**src/hw/rtl/lcgr_pkg.sv**
```systemverilog
package lcgr_pkg;

    // Generator constants.
    localparam logic [31:0] LcgMul    = 32'd214013;
    localparam logic [31:0] LcgInc    = 32'd2531011;
    localparam logic [32:0] WideSpan  = 33'd32768;

    // The combined draw is 31 bits wide, one divider step per bit.
    localparam int DrawBits = 31;
    localparam int CntBits  = $clog2(DrawBits);
    localparam logic [CntBits-1:0] LastStep = CntBits'(DrawBits - 1);

    // Request payload.
    typedef struct packed {
        logic signed [31:0] range_low;
        logic signed [31:0] range_high;
    } t_in;

    // Result payload.
    typedef struct packed {
        logic signed [31:0] value;
        logic               range_error;
    } t_out;

    // Controller states.
    typedef enum logic [2:0] {
        S_IDLE,
        S_DRAW1,
        S_DRAW2,
        S_DIV,
        S_LOAD
    } t_state;

    // Commands from the controller to the datapath.
    typedef struct packed {
        logic take;
        logic draw1;
        logic draw2;
        logic div_step;
        logic out_load;
    } t_cmd;

    // Status from the datapath to the controller.
    typedef struct packed {
        logic wide;
        logic div_last;
    } t_status;

endpackage

```
**src/hw/rtl/lcgr_ctrl.sv**
```systemverilog
module lcgr_ctrl (
    input  logic             i_clk,
    input  logic             i_rst_n,
    input  logic             i_in_valid,
    output logic             o_in_ready,
    output logic             o_out_valid,
    input  logic             i_out_ready,
    output lcgr_pkg::t_cmd   o_cmd,
    input  lcgr_pkg::t_status i_status
);

    lcgr_pkg::t_state r_state;
    lcgr_pkg::t_state n_state;
    logic             r_out_valid;
    logic             n_out_valid;
    logic             w_out_free;

    // The result register can take a new value when empty or being drained.
    assign w_out_free = !r_out_valid || i_out_ready;

    // Next-state logic.
    always_comb begin
        n_state = r_state;
        case (r_state)
            lcgr_pkg::S_IDLE: begin
                if (i_in_valid) n_state = lcgr_pkg::S_DRAW1;
            end
            lcgr_pkg::S_DRAW1: begin
                n_state = i_status.wide ? lcgr_pkg::S_DRAW2 : lcgr_pkg::S_DIV;
            end
            lcgr_pkg::S_DRAW2: begin
                n_state = lcgr_pkg::S_DIV;
            end
            lcgr_pkg::S_DIV: begin
                if (i_status.div_last) n_state = lcgr_pkg::S_LOAD;
            end
            lcgr_pkg::S_LOAD: begin
                if (w_out_free) n_state = lcgr_pkg::S_IDLE;
            end
            default: begin
                n_state = lcgr_pkg::S_IDLE;
            end
        endcase
    end

    // Command outputs.
    always_comb begin
        o_cmd          = '0;
        o_in_ready     = 1'b0;
        case (r_state)
            lcgr_pkg::S_IDLE: begin
                o_in_ready = 1'b1;
                o_cmd.take = i_in_valid;
            end
            lcgr_pkg::S_DRAW1: begin
                o_cmd.draw1 = 1'b1;
            end
            lcgr_pkg::S_DRAW2: begin
                o_cmd.draw2 = 1'b1;
            end
            lcgr_pkg::S_DIV: begin
                o_cmd.div_step = 1'b1;
            end
            lcgr_pkg::S_LOAD: begin
                o_cmd.out_load = w_out_free;
            end
            default: begin
                o_cmd = '0;
            end
        endcase
    end

    // A load fills the result register; a transfer on the output empties it.
    always_comb begin
        n_out_valid = r_out_valid;
        if (o_cmd.out_load) begin
            n_out_valid = 1'b1;
        end else if (i_out_ready) begin
            n_out_valid = 1'b0;
        end
    end

    always_ff @(posedge i_clk) begin
        if (!i_rst_n) begin
            r_state     <= lcgr_pkg::S_IDLE;
            r_out_valid <= 1'b0;
        end else begin
            r_state     <= n_state;
            r_out_valid <= n_out_valid;
        end
    end

    assign o_out_valid = r_out_valid;

endmodule

```
**src/hw/rtl/lcgr_datapath.sv**
```systemverilog
module lcgr_datapath (
    input  logic              i_clk,
    input  logic              i_rst_n,
    input  logic              i_seed_we,
    input  logic [31:0]       i_seed,
    input  lcgr_pkg::t_in     i_in_data,
    input  lcgr_pkg::t_cmd    i_cmd,
    output lcgr_pkg::t_status o_status,
    output lcgr_pkg::t_out    o_out_data
);

    logic [31:0]                  r_lcg;
    logic [31:0]                  n_lcg;
    logic [31:0]                  r_lo;
    logic [32:0]                  r_diff;
    logic [32:0]                  r_mod;
    logic [32:0]                  r_rem;
    logic [lcgr_pkg::DrawBits-1:0] r_quot;
    logic [lcgr_pkg::CntBits-1:0] r_cnt;
    lcgr_pkg::t_out               r_out;

    logic [32:0] w_span;
    logic [33:0] w_dp1;
    logic [33:0] w_mod_full;
    logic [33:0] w_trial;
    logic        w_fits;

    // Generator step: one multiply and add, truncated to 32 bits.
    assign n_lcg = r_lcg * lcgr_pkg::LcgMul + lcgr_pkg::LcgInc;

    // Span and modulus from the registered 33-bit bound difference.
    assign w_span     = r_diff[32] ? (33'd0 - r_diff) : r_diff;
    assign w_dp1      = {r_diff[32], r_diff} + 34'd1;
    assign w_mod_full = w_dp1[33] ? (34'd0 - w_dp1) : w_dp1;

    // Restoring divider step: shift in the next draw bit, subtract if it fits.
    assign w_trial = {r_rem, r_quot[lcgr_pkg::DrawBits-1]};
    assign w_fits  = w_trial >= {1'b0, r_mod};

    assign o_status.wide     = w_span >= lcgr_pkg::WideSpan;
    assign o_status.div_last = r_cnt == lcgr_pkg::LastStep;

    // Generator state: a seed write reloads it, each draw advances it.
    always_ff @(posedge i_clk) begin
        if (!i_rst_n) begin
            r_lcg <= 32'd0;
        end else if (i_seed_we) begin
            r_lcg <= i_seed;
        end else if (i_cmd.draw1 || i_cmd.draw2) begin
            r_lcg <= n_lcg;
        end
    end

    // Request capture, draws and division.
    always_ff @(posedge i_clk) begin
        if (i_cmd.take) begin
            r_lo   <= i_in_data.range_low;
            r_diff <= {i_in_data.range_high[31], i_in_data.range_high}
                      - {i_in_data.range_low[31], i_in_data.range_low};
        end
        if (i_cmd.draw1) begin
            r_mod  <= w_mod_full[32:0];
            r_rem  <= 33'd0;
            r_cnt  <= '0;
            r_quot <= {16'd0, n_lcg[30:16]};
        end
        if (i_cmd.draw2) begin
            r_quot[30:16] <= n_lcg[30:16];
        end
        if (i_cmd.div_step) begin
            r_rem  <= w_fits ? 33'(w_trial - {1'b0, r_mod}) : w_trial[32:0];
            r_quot <= {r_quot[lcgr_pkg::DrawBits-2:0], 1'b0};
            r_cnt  <= r_cnt + 1'b1;
        end
    end

    // Result register: remainder plus lower bound, or zero on a zero modulus.
    always_ff @(posedge i_clk) begin
        if (i_cmd.out_load) begin
            if (r_mod == 33'd0) begin
                r_out.value       <= 32'sd0;
                r_out.range_error <= 1'b1;
            end else begin
                r_out.value       <= r_rem[31:0] + r_lo;
                r_out.range_error <= 1'b0;
            end
        end
    end

    assign o_out_data = r_out;

endmodule

```
**src/hw/rtl/lcg_random_in_range.sv**
```systemverilog
// Random integer in a requested range from a 32-bit linear congruential
// generator (state * 214013 + 2531011).
// Request channel: i_in_valid / o_in_ready carry range_low and range_high.
// Result channel: o_out_valid / i_out_ready carry value and range_error;
// range_error is set, with value zero, when high is one below low.
// Seed port: a pulse on i_seed_we loads i_seed into the generator state;
// write it only while no request is in flight.
// Sequence: after the request transfer the block draws once for a span
// below 32768 and twice for a wider span, runs the 31-step restoring
// divider at one draw bit per cycle, then loads the result register.
// A new request can be taken in the cycle after the result is loaded.
// The result sits in its own register: when the receiver stalls, the next
// request is still taken and computed, and it waits only for the load.
// Reset clears the generator state to zero and empties the result register.
module lcg_random_in_range (
    input  logic           i_clk,
    input  logic           i_rst_n,
    input  logic           i_seed_we,
    input  logic [31:0]    i_seed,
    input  logic           i_in_valid,
    output logic           o_in_ready,
    input  lcgr_pkg::t_in  i_in_data,
    output logic           o_out_valid,
    input  logic           i_out_ready,
    output lcgr_pkg::t_out o_out_data
);

    lcgr_pkg::t_cmd    w_cmd;
    lcgr_pkg::t_status w_status;

    lcgr_ctrl u_ctrl (
        .i_clk       (i_clk),
        .i_rst_n     (i_rst_n),
        .i_in_valid  (i_in_valid),
        .o_in_ready  (o_in_ready),
        .o_out_valid (o_out_valid),
        .i_out_ready (i_out_ready),
        .o_cmd       (w_cmd),
        .i_status    (w_status)
    );

    lcgr_datapath u_datapath (
        .i_clk      (i_clk),
        .i_rst_n    (i_rst_n),
        .i_seed_we  (i_seed_we),
        .i_seed     (i_seed),
        .i_in_data  (i_in_data),
        .i_cmd      (w_cmd),
        .o_status   (w_status),
        .o_out_data (o_out_data)
    );

    // Once a request is taken the block is busy on the next cycle.
    a_busy_after_take: assert property (@(posedge i_clk) disable iff (!i_rst_n)
        (i_in_valid && o_in_ready) |=> !o_in_ready)
        else $error("request taken while a request is in flight");

    // A result load never overwrites a result that has not been transferred.
    a_no_overwrite: assert property (@(posedge i_clk) disable iff (!i_rst_n)
        w_cmd.out_load |-> (!o_out_valid || i_out_ready))
        else $error("result register overwritten");

    // A zero modulus result carries value zero.
    a_error_value: assert property (@(posedge i_clk) disable iff (!i_rst_n)
        (o_out_valid && o_out_data.range_error) |-> (o_out_data.value == 32'sd0))
        else $error("range error with nonzero value");

    // Reset leaves the block idle with no result pending.
    a_reset_idle: assert property (@(posedge i_clk)
        !i_rst_n |=> (o_in_ready && !o_out_valid))
        else $error("block not idle after reset");

endmodule

```
**config.mk**
```make
export PLATFORM = sky130hd
export DESIGN_NAME = lcg_random_in_range
export DESIGN_NICKNAME = d
export VERILOG_FILES = /design/src/hw/rtl/lcgr_pkg.sv /design/src/hw/rtl/lcgr_ctrl.sv /design/src/hw/rtl/lcgr_datapath.sv /design/src/hw/rtl/lcg_random_in_range.sv
export SDC_FILE = /design/constraint.sdc
export NUM_CORES = 1
export LEC_CHECK = 0
export ABC_AREA = 1
export BUFFER_PORTS_ARGS = -buffer_cell sky130_fd_sc_hd__buf_2
export CAP_MARGIN = 30
export CORE_UTILIZATION = 56
export DETAILED_ROUTE_END_ITERATION = 10
export PLACE_DENSITY = 0.8
export RECOVER_POWER = 50
export REMOVE_ABC_BUFFERS = 1
export SYNTH_ARGS = -nofsm -noshare
export SYNTH_HDL_FRONTEND = slang
export SYNTH_SLANG_ARGS = --single-unit
```
**constraint.sdc**
```tcl
create_clock -name i_clk -period 14.3 [get_ports i_clk]
set_clock_uncertainty 0.15 [all_clocks]
set_input_delay 2.86 -clock i_clk [delete_from_list [all_inputs] [get_ports i_clk]]
set_output_delay 2.86 -clock i_clk [all_outputs]
set_load 0.02 [all_outputs]
```
==> metrics.cfg <==
[timing]
finalHoldViolCount = 0
grt_setup_unrepaired = false
period_share_pct = 45.8
setup_violations = 0
worst_slack_ps = 7750
final.setup.tns_ps = 0
tightest_slew_ps = 3040
report.final.slew_viol_count = 228
period_needed_ps = 6550
clock.fmax_mhz = 153
relSlewSlack_pct = -103

[clocking]
h-tree-depth = 1
clkTransAtPathRegs_ps = 60
cts_hold_buf = 0
cts.sinks = 235
postCtsSetupBuffers = 0
cts_buffer_depth = 3
cts_tree = built
cts-root-buf = clkbuf_16
clock_latency_ps = 570
ctsResizeCount = 0
cts_buffers = 27

[synth]
netlist_area_um2 = 23600
synth_top_area_share_pct = 25.3
yosys_register_bits = 235
yosys-top-cells-area = edfxtp_1 25%, fa_1 15%, ha_1 12%, inv_1 9.4%, nand2_1 5.8%
ys_warn_count = 0
syn-instance-count = 2758
synth-edff-count = 199
synth_top_family_by_area = adder cells
synth-compound-area-share_pct = 12.9
synth.avg_cell_area_um2 = 8.56
postSynth.asyncResetShare_pct = 0
synth_xor_area_share_pct = 6.55
synth_top_cell_by_area = edfxtp_1
ys_types = 63
synth_seq_area_share_pct = 28.4
yosys-top-cells-count = 594 x inv_1, 367 x nand2_1, 233 x ha_1, 218 x a21oi_1, 199 x edfxtp_1
synthMuxAreaShare_pct = 0
yosysMostFrequentCell = inv_1
synth_simple_gate_area_share_pct = 14.3
synthAdderAreaFrac_pct = 27.6
ys.flop_type = edfxtp_1

[hold_path]
hp-start = u_datapath.r_quot[0]$_SDFFE_PP0P_
hold_path_depth = 1
holdPathEnd = u_datapath.r_quot[0]$_SDFFE_PP0P_
hold_class = reg2reg

[outcome]
violations = capacitance limit, slew limit
outcome = complete, but fails checks

[critical_path]
rrSetupSlack_ps = 7750
cp-start-kind = flip-flop
critPathKind = reg2reg
worstPathRequired_ps = 14450
endpoint_kind = flip-flop
worstPathMaxFanout = 8
reg2regPathDepth = 21
timing.rr.end = u_datapath.r_quot[12]$_DFFE_PP_
rr_startpoint = u_datapath.r_lcg[11]$_SDFFE_PN0P_
cp_data_arrival_time_ps = 6710

[final_layout]
synthToLayoutAreaGrowth_pct = 8.85
fin_nets = 3406
finish.instance_area_um2 = 25700
drive_gt1_share_pct = 6.90

[die]
die_y_um = 207
num_rows = 74
die_width_um = 207
core_area_um2 = 41200
start_util_pct = 57.3
die_area_um2 = 43000
ios = 136

[detailed_routing]
viasPerCell = 5.61
wl_per_cell_um = 18.0
antenna_left = 0
first_pass_iters = 7
routed_wl_um = 61900
drtIter0Drc = 1465
dr_total_vias = 19300
drc = 0

[placement]
portBuffers = 134
hpwlAfterDp_um = 50800
routabilityCongestion = 0.983
dp_slack_ps = 7810
placed_area_um2 = 24900

[global_route]
grt_pass1_vias = 19300
grt_overflow_total = 0
grt_first_pass_wirelength_um = 99300
grt_start_max_net_pins = 67
grt_antenna_before_repair = 3
track_usage_pct = 29.1

[run]
max_cap_viol_count = 5

-- metrics by stage --
step	std cells	util, %	hold WS (ps)
floorplan	2717	-	300
global placement	3395	60.4	316
detailed placement	3395	60.4	319
CTS	3445	62.7	338
global route	3446	62.4	365
finish	3446	62.4	338
-- layer usage --
layer | global-route usage (%) | share of wire (%)
met3 | 4.64 | 8.1
met4 | 8.72 | 2.8
met2 | 45.9 | 45
met1 | 41.2 | 44
met5 | 0 | 0
-- worst max path at each step --
stage / startpoint / endpoint / slack [ps]
3_3_place_gp: u_datapath.r_lcg[11]$_SDFFE_PN0P_ / u_datapath.r_quot[12]$_DFFE_PP_ / 7890
3_5_place_dp: u_datapath.r_lcg[11]$_SDFFE_PN0P_ / u_datapath.r_quot[12]$_DFFE_PP_ / 7810
2_1_floorplan: i_in_valid / u_datapath.r_diff[0]$_DFFE_PP_ / 8070
4_1_cts: u_datapath.r_lcg[11]$_SDFFE_PN0P_ / u_datapath.r_quot[12]$_DFFE_PP_ / 7770
5_1_grt: u_datapath.r_lcg[4]$_SDFFE_PN0P_ / u_datapath.r_lcg[21]$_SDFFE_PN0P_ / 7470
6_report: u_datapath.r_lcg[11]$_SDFFE_PN0P_ / u_datapath.r_quot[12]$_DFFE_PP_ / 7750
-- final cells by class --
type	instances	area [um2]
Sequential cell	235	6700
Timing Repair Buffer	146	697
Fill cell	3439	15500
Clock inverter	23	240
Clock buffer	27	676
Antenna cell	1	2.50
Tap cell	532	666
Inverter	599	2250
Multi-Input combinational cell	1883	14500
-- flip-flops by register name, indices dropped and copies added, names as in the netlist --
signal / cells
u_datapath.r_mod: 33
u_datapath.o_out_data: 33
u_ctrl.r_state: 3
u_datapath.r_lcg: 31
u_datapath.r_quot: 31
u_datapath.r_rem: 33
u_datapath.r_lo: 32
u_datapath.r_cnt: 5
u_ctrl.o_out_valid: 1
u_datapath.r_diff: 33
-- placed cells by master (no fill, tap or decap), types with 69 or more instances in the layout --
master,synthesis,routed
xnor2_1,69,69
nor2_1,177,177
ha_1,233,233
inv_1,594,595
o21ai_0,147,150
a21oi_1,218,218
buf_2,8,104
xor2_1,104,104
nand2_1,367,369
edfxtp_1,199,199
fa_1,180,180
nand3_1,82,83
-- worst max-delay path: stages, from the launching register on --
cell and delay, ps:
dfxtp_1 630, inv_1 190, fa_1 630, inv_1 120, fa_1 440, ha_1 290, inv_1 50, fa_1 490
inv_1 70, fa_1 530, inv_1 50, fa_1 530, inv_1 40, ha_1 370, a21oi_1 240, o21ai_0 120
a21oi_1 150, nand3_1 300, a21oi_1 230, o21bai_1 100, or2_2 320, a32o_1 240
-- kinds of logic after synthesis --
| kind of cell | after synthesis |
|---|---|
| compound gates | 525 |
| xor+xnor | 175 |
| fa+ha+maj | 413 |
| buf+inv | 640 |
| flops | 235 |
| simple gates | 770 |
Power is not shown: default switching activity piles up to over one toggle a cycle in this logic, so the estimate is an artifact.
